## src/hdl/bvde_pkg.sv

```systemverilog
package bvde_pkg;

  localparam int CFG_IDX_W  = 2;
  localparam int CFG_DATA_W = 11;

  localparam int FIFO_DEPTH = 4;
  localparam int FIFO_PTR_W = 2;
  localparam int FIFO_CNT_W = 3;

  typedef enum logic [CFG_IDX_W-1:0] {
    REG_MODE     = 2'd0,
    REG_WIDTH_X  = 2'd1,
    REG_HEIGHT_Y = 2'd2,
    REG_DEPTH_Z  = 2'd3
  } cfg_reg_e;

  typedef enum logic {
    MODE_DILATE = 1'b0,
    MODE_ERODE  = 1'b1
  } mode_e;

  typedef struct packed {
    logic voxel_out;
    logic last_voxel;
  } result_t;

  // One 3-tap pass: OR with out-of-volume taps as 0, or AND that zeroes the faces.
  function automatic logic tap3(mode_e m, logic lo_ok, logic hi_ok,
                                logic lo, logic mid, logic hi);
    logic r;
    unique case (m)
      MODE_DILATE: r = mid | (lo_ok & lo) | (hi_ok & hi);
      MODE_ERODE:  r = lo_ok & hi_ok & lo & mid & hi;
    endcase
    return r;
  endfunction

endpackage

```

## src/hdl/bvde_if.sv

```systemverilog


interface bvde_out_if;
  logic valid;
  logic ready;
  logic voxel_out;
  logic last_voxel;

  modport source (output valid, output voxel_out, output last_voxel, input ready);
  modport sink (input valid, input voxel_out, input last_voxel, output ready);
endinterface


```

## src/hdl/bvde_out_fifo.sv

```systemverilog
module bvde_out_fifo (
  input  logic                              clk_i,
  input  logic                              rst_ni,
  input  logic                              push_i,
  input  bvde_pkg::result_t                 push_data_i,
  output logic [bvde_pkg::FIFO_CNT_W-1:0]   cnt_o,
  bvde_out_if.source                        out_o
);

  bvde_pkg::result_t                    entry_q [bvde_pkg::FIFO_DEPTH];
  logic [bvde_pkg::FIFO_PTR_W-1:0]      wr_ptr_q, wr_ptr_d;
  logic [bvde_pkg::FIFO_PTR_W-1:0]      rd_ptr_q, rd_ptr_d;
  logic [bvde_pkg::FIFO_CNT_W-1:0]      cnt_q, cnt_d;
  logic                                 pop;

  assign pop              = out_o.valid && out_o.ready;
  assign out_o.valid      = (cnt_q != '0);
  assign out_o.voxel_out  = entry_q[rd_ptr_q].voxel_out;
  assign out_o.last_voxel = entry_q[rd_ptr_q].last_voxel;
  assign cnt_o            = cnt_q;

  always_comb begin
    wr_ptr_d = push_i ? wr_ptr_q + bvde_pkg::FIFO_PTR_W'(1) : wr_ptr_q;
    rd_ptr_d = pop ? rd_ptr_q + bvde_pkg::FIFO_PTR_W'(1) : rd_ptr_q;
    cnt_d    = cnt_q;
    if (push_i && !pop) begin
      cnt_d = cnt_q + bvde_pkg::FIFO_CNT_W'(1);
    end else if (pop && !push_i) begin
      cnt_d = cnt_q - bvde_pkg::FIFO_CNT_W'(1);
    end
  end

  always_ff @(posedge clk_i or negedge rst_ni) begin
    if (!rst_ni) begin
      wr_ptr_q <= '0;
      rd_ptr_q <= '0;
      cnt_q    <= '0;
    end else begin
      wr_ptr_q <= wr_ptr_d;
      rd_ptr_q <= rd_ptr_d;
      cnt_q    <= cnt_d;
    end
  end

  always_ff @(posedge clk_i) begin
    if (push_i) begin
      entry_q[wr_ptr_q] <= push_data_i;
    end
  end

endmodule

```

## src/flat_wrapper.sv

```systemverilog
// flat-port wrapper written by rule: the top's interface ports become plain ports
module bvde_out_fifo_flat 
  (clk_i, rst_ni, push_i, push_data_i, cnt_o, out_o_valid, out_o_voxel_out, out_o_last_voxel, out_o_ready);
  bvde_out_if out_o_i ();
  input  logic clk_i;
  input  logic rst_ni;
  input  logic push_i;
  input  bvde_pkg::result_t push_data_i;
  output logic [bvde_pkg::FIFO_CNT_W-1:0] cnt_o;
  output wire logic [$bits(out_o_i.valid)-1:0] out_o_valid;
  output wire logic [$bits(out_o_i.voxel_out)-1:0] out_o_voxel_out;
  output wire logic [$bits(out_o_i.last_voxel)-1:0] out_o_last_voxel;
  input wire logic [$bits(out_o_i.ready)-1:0] out_o_ready;
  assign out_o_valid = out_o_i.valid;
  assign out_o_voxel_out = out_o_i.voxel_out;
  assign out_o_last_voxel = out_o_i.last_voxel;
  assign out_o_i.ready = out_o_ready;
  bvde_out_fifo u_core (.clk_i(clk_i), .rst_ni(rst_ni), .push_i(push_i), .push_data_i(push_data_i), .cnt_o(cnt_o), .out_o(out_o_i));
endmodule
```

## config.mk

```make
export PLATFORM = sky130hd
export DESIGN_NAME = bvde_out_fifo_flat
export DESIGN_NICKNAME = d
export VERILOG_FILES = /design/src/hdl/bvde_pkg.sv /design/src/hdl/bvde_if.sv /design/src/hdl/bvde_out_fifo.sv /design/src/flat_wrapper.sv
export SDC_FILE = /design/constraint.sdc
export NUM_CORES = 1
export LEC_CHECK = 0
export BUFFER_PORTS_ARGS = -buffer_cell sky130_fd_sc_hd__clkbuf_2
export CORE_AREA = 2 2 39 41
export CTS_CLUSTER_SIZE = 16
export DETAILED_ROUTE_END_ITERATION = 12
export DIE_AREA = 0 0 41 43
export GPL_TIMING_DRIVEN = 1
export PLACE_DENSITY = 0.75
export SYNTH_ARGS = -nofsm -noshare
export SYNTH_HDL_FRONTEND = slang
export SYNTH_SLANG_ARGS = --single-unit
```

## constraint.sdc

```tcl
create_clock -name clk_i -period 4.8 [get_ports clk_i]
set_input_delay 0.96 -clock clk_i [delete_from_list [all_inputs] [get_ports clk_i]]
set_output_delay 0.96 -clock clk_i [all_outputs]
set_load 0.005 [all_outputs]
```

# ---- Word-level counts from Yosys, hierarchy flattened
# Memory sizes are Yosys's and may differ from the RTL's.
# Cells that the tools add are included.
dict set report word_totals {
  reg_bits 7
  ram_bits 8
  input_bits 6
  output_inout_bits 6
  elab_cells 19
  mem_count 1
}
# memory words width read_ports rd_ports_with_merged_regs wr line
set mem_list {}
lappend mem_list {u_core.entry_q 4 2 1 0 1 bvde_out_fifo.sv:10} ;# bvde_pkg::result_t entry_q [bvde_pkg::FIFO_DEPTH];
dict set report op_classes {
  addsub 4
  mux 4
  reduce_logical 7
}
# cell count
set op_table {}
lappend op_table {{3-bit two-way mux} 2}
lappend op_table {{2-bit by 1-bit adder with 2-bit output, second input constant} 2}
lappend op_table {{3-bit by 1-bit adder with 3-bit output, second input constant} 1}
lappend op_table {{1-bit logical AND} 3}
lappend op_table {{3-bit nonzero test} 1}
lappend op_table {{3-bit by 1-bit subtractor with 3-bit output, second input constant} 1}
lappend op_table {{1-bit zero test} 2}
lappend op_table {{1-bit two-way mux} 2}
lappend op_table {{2-bit nonzero test} 1}

# ---- Longest topological paths before layout
dict set report logic_depth {
  depth_word 5
  ltp_mapped 8
  depth_no_buf 8
}

# ---- Worst setup path after synthesis
# No wires, ideal clock.
dict set report synth_timing {
  path_type {input to register}
  start {input out_o_ready}
  end {register u_core.cnt_q, in the netlist u_core.cnt_o[2]}
  setup_ps 79
  arrival_ps 1957
  required_ps 4721
  setup_slack_ps 2763
  stages 7
  n_path_buf 0
  cell_sequence {nand2_4 > ha_1 > inv_1 > fa_1 > xor2_1 > nor2_1 > xor2_1}
}
dict set report synth_via {
  elab_chain_len 4
  elab_cells_between_ends 6
  cone_classes {1 x mux; 5 x reduce/logical}
}
# element line
set synth_rtl {}
lappend synth_rtl {{start, declared} flat_wrapper.sv:13} ;# input wire logic [$bits(out_o_i.ready)-1:0] out_o_ready;
lappend synth_rtl {{1-bit logical AND (*)} bvde_out_fifo.sv:16} ;# assign pop = out_o.valid && out_o.ready;
lappend synth_rtl {{1-bit zero test} bvde_out_fifo.sv:26} ;# if (push_i && !pop) begin
lappend synth_rtl {{1-bit logical AND} bvde_out_fifo.sv:26}
lappend synth_rtl {{3-bit two-way mux / 2-bit nonzero test (equally long branches)} n/a}
lappend synth_rtl {{end signal, assigned} bvde_out_fifo.sv:41} ;# cnt_q <= cnt_d;
lappend synth_rtl {{end, declared} bvde_out_fifo.sv:13} ;# logic [bvde_pkg::FIFO_CNT_W-1:0] cnt_q, cnt_d;
# Every way passes the cells marked *; elsewhere a longest branch is shown, timed or not.
# A chain may end at the register's enable or synchronous reset.

# ---- Worst setup path after layout
dict set report layout_timing {
  start {register u_core.rd_ptr_q[0] in the netlist's numbering}
  end {output out_o_voxel_out}
}
dict set report layout_via {
  elab_chain_len 1
}
# element line
set layout_rtl {}
lappend layout_rtl {{start, declared} bvde_out_fifo.sv:12} ;# logic [bvde_pkg::FIFO_PTR_W-1:0] rd_ptr_q, rd_ptr_d;
lappend layout_rtl {{start signal, assigned} bvde_out_fifo.sv:40} ;# rd_ptr_q <= rd_ptr_d;
lappend layout_rtl {{memory 4 x 2 bit} n/a}
lappend layout_rtl {{end, declared} flat_wrapper.sv:11} ;# output wire logic [$bits(out_o_i.voxel_out)-1:0] out_o_voxel_out;
# Every way passes these cells.

==> impl_metrics.toml <==
[worst_setup_path]
critPathLaunch = "u_core.rd_ptr_q[0]$_DFFE_PN0P_"
r2r_end = "u_core.cnt_o[2]$_DFFE_PN0P_"
arrival_ns = 1.44
r2r-start = "u_core.cnt_o[1]$_DFFE_PN0P_"
path_class = "reg -> out"
worstPathRequired_ns = 3.84
worstPathMaxFanout = 4
setup.worst_path.end = "out_o_voxel_out"
start_kind = "flip-flop"
critPathCaptureType = "primary output"
r2r_setup_slack_ns = 2.78
reg2regPathDepth = 8

[sta]
fin_crit_sh_pct = 50.1
fmax_mhz = 416
worst_pin_slew_ns = 0.224
tns_ns = 0
rsz0062_at_grt = "false"
setup_viol = 0
skew_ns = 0.00362
slew_headroom_pct = 85.1
min_period_ns = 2.40
slew_violations = 0
finalHoldViolCount = 0

[clock_network]
clk_pin_slew_worst_paths_ns = 0.08
clock_latency_ns = 0.27
clock_path_buffers = 2
post-cts-setup-buffer-count = 0
cts_tree = "built"
cts_max_level = 1
ctsResizeCount = 0
cts-root-buf = "clkbuf_4"
cts_buffers = 3
clkSinkCount = 15
hold_buffers = 0

[placed_design]
globalplace.congestion = 0.718
post_dp_cell_area_um2 = 767
io_buffer_count = 11

[synthesis]
yosysMostFrequentCell = "edfxtp_1"
synth_cell_types = 17
synth-async-reset-ratio_pct = 46.7
ys_seq_area_share_pct = 60.0
synth_top_cell_by_area = "edfxtp_1"
synth.area.mux_share_pct = 8.68
synth-main-ff-cell = "edfxtp_1"
synthXorXnorAreaFrac_pct = 7.59
synth_fa_ha_area_share_pct = 11.9
syn_area_um2 = 692
yosys-top-cells-area = "edfxtp_1 35%, dfrtp_1 25%, ha_1 9.0%"
synth-edff-count = 8
yosysWarnings = 0
syn_inst = 43
yosysTopAreaCellShare_pct = 34.7
syn_nets = 55
synth_compound_gate_area_share_pct = 0.723
synthTopCellsByCount = "8 x edfxtp_1, 7 x dfrtp_1, 5 x ha_1"
ys_ff_latch = 15
synth_top_family_by_area = "adder cells"
synth-simple-area-share_pct = 9.40
avgSynthCellArea_um2 = 16.1

[floorplan]
die_area_mm2 = 0.00176
start_util_pct = 50.0
die_w_um = 41
rows = 14
io_pins = 12
die_h_um = 43
core-area_mm2 = 0.00138

[global_route]
grt_first_pass_wirelength_um = 1480
antenna_found_initial = 0
grt_pass1_vias = 371
grtUsageTotal_pct = 13.4
grt_start_max_net_pins = 9
overflow = 0

[detailed_routing]
num_vias = 365
drt_iter0_drc = 6
detail-route-antenna-nets = 0
route.detailed.drc = 0
wire_per_inst_um = 12.4
wirelength_um = 915
vias_per_cell = 4.93
drt_first_pass_iters = 4

[power_and_ir_drop]
power.leakage_nw = 0.345
power_density_mw_per_mm2 = 566
irDropWorstVdd_mv = 0.257

[layout]
stdcell_area_um2 = 793
antenna_cells = 0
final_core_util_pct = 57.3
nNetsFinal = 71
area_growth_pct = 14.6
drive_above_1_share_pct = 32.8

[hold_path]
hp-class = "in -> async"

[status]
run_status = "completed"

[job]
maxCapViolCount = 0
## through the flow
stage / setup slack (ns) / hold WS (ns) / total power, W / cells
after floorplan: 2.76 / 0.476 / 0.000329 / 43
after global placement: 2.58 / 0.480 / 0.000379 / 70
after detailed placement: 2.56 / 0.485 / 0.000385 / 70
after CTS: 2.38 / 0.510 / 0.000455 / 74
after global routing: 2.33 / 0.521 / 0.000486 / 74
final: 2.40 / 0.509 / 0.000449 / 74
## worst max-delay path, stage by stage (launching register included)
cell and delay, ns:
dfrtp_1 0.47, mux4_1 0.58, clkbuf_2 0.12
## flip-flops by register name (all words and copies together), names as in the netlist
name	cells
u_core.wr_ptr_q	2
u_core.cnt_o	3
u_core.entry_q	8
u_core.rd_ptr_q	2
## cell families after synthesis
logic type               after synthesis
AND/OR/NAND/NOR                        9
multiplexers                           3
flip-flops                            15
XOR/XNOR                               6
AO/OA/AOI/OAI                          1
buffers and inverters                  3
adder cells (fa/ha/maj)                6
## power by group
group          leakage [nW]  internal (W)  total (W)  switching [W]
Sequential            0.156      0.000182   0.000223      0.0000414
Clock                0.0150     0.0000322  0.0000689      0.0000368
Combinational         0.174     0.0000901   0.000157      0.0000670
## worst min-delay path by stage
stage	endpoint	slack (ns)	cells after the start
5_1_grt	u_core.wr_ptr_q[0]$_DFFE_PN0P_	0.52	1
3_3_place_gp	u_core.cnt_o[2]$_DFFE_PN0P_	0.48	1
6_report	u_core.rd_ptr_q[0]$_DFFE_PN0P_	0.51	1
2_1_floorplan	u_core.rd_ptr_q[1]$_DFFE_PN0P_	0.48	1
3_5_place_dp	u_core.cnt_o[2]$_DFFE_PN0P_	0.49	1
4_1_cts	u_core.cnt_o[2]$_DFFE_PN0P_	0.51	1
## placed cells by master, fill, tap and decap left out, types with 3 or more instances in the layout
master    netlist  layout
and2_1          4       4
clkbuf_2        0      11
clkbuf_4        0       3
dfrtp_1         7       7
edfxtp_1        8       8
ha_1            5       5
inv_1           3       3
xnor2_1         3       3
xor2_1          3       3
## area by class of cell
| type | instances | area, um2 |
|---|---|---|
| fillers | 114 | 591 |
| flip-flops and latches | 15 | 415 |
| multi-input cells | 25 | 265 |
| repair buffers | 11 | 55.1 |
| clock buffers | 4 | 26.3 |
| well taps | 16 | 20.0 |
| inverters | 3 | 11.3 |
## routing by layer
layer	vias up	global-route usage [%]	routed length [um]
met5	-	0	0
met4	0	8.00	10
met3	2	3.14	30
met2	7	20.0	501
met1	176	17.0	371
li1	180	-	-
Note: power is estimated with default switching activity, not from simulation.
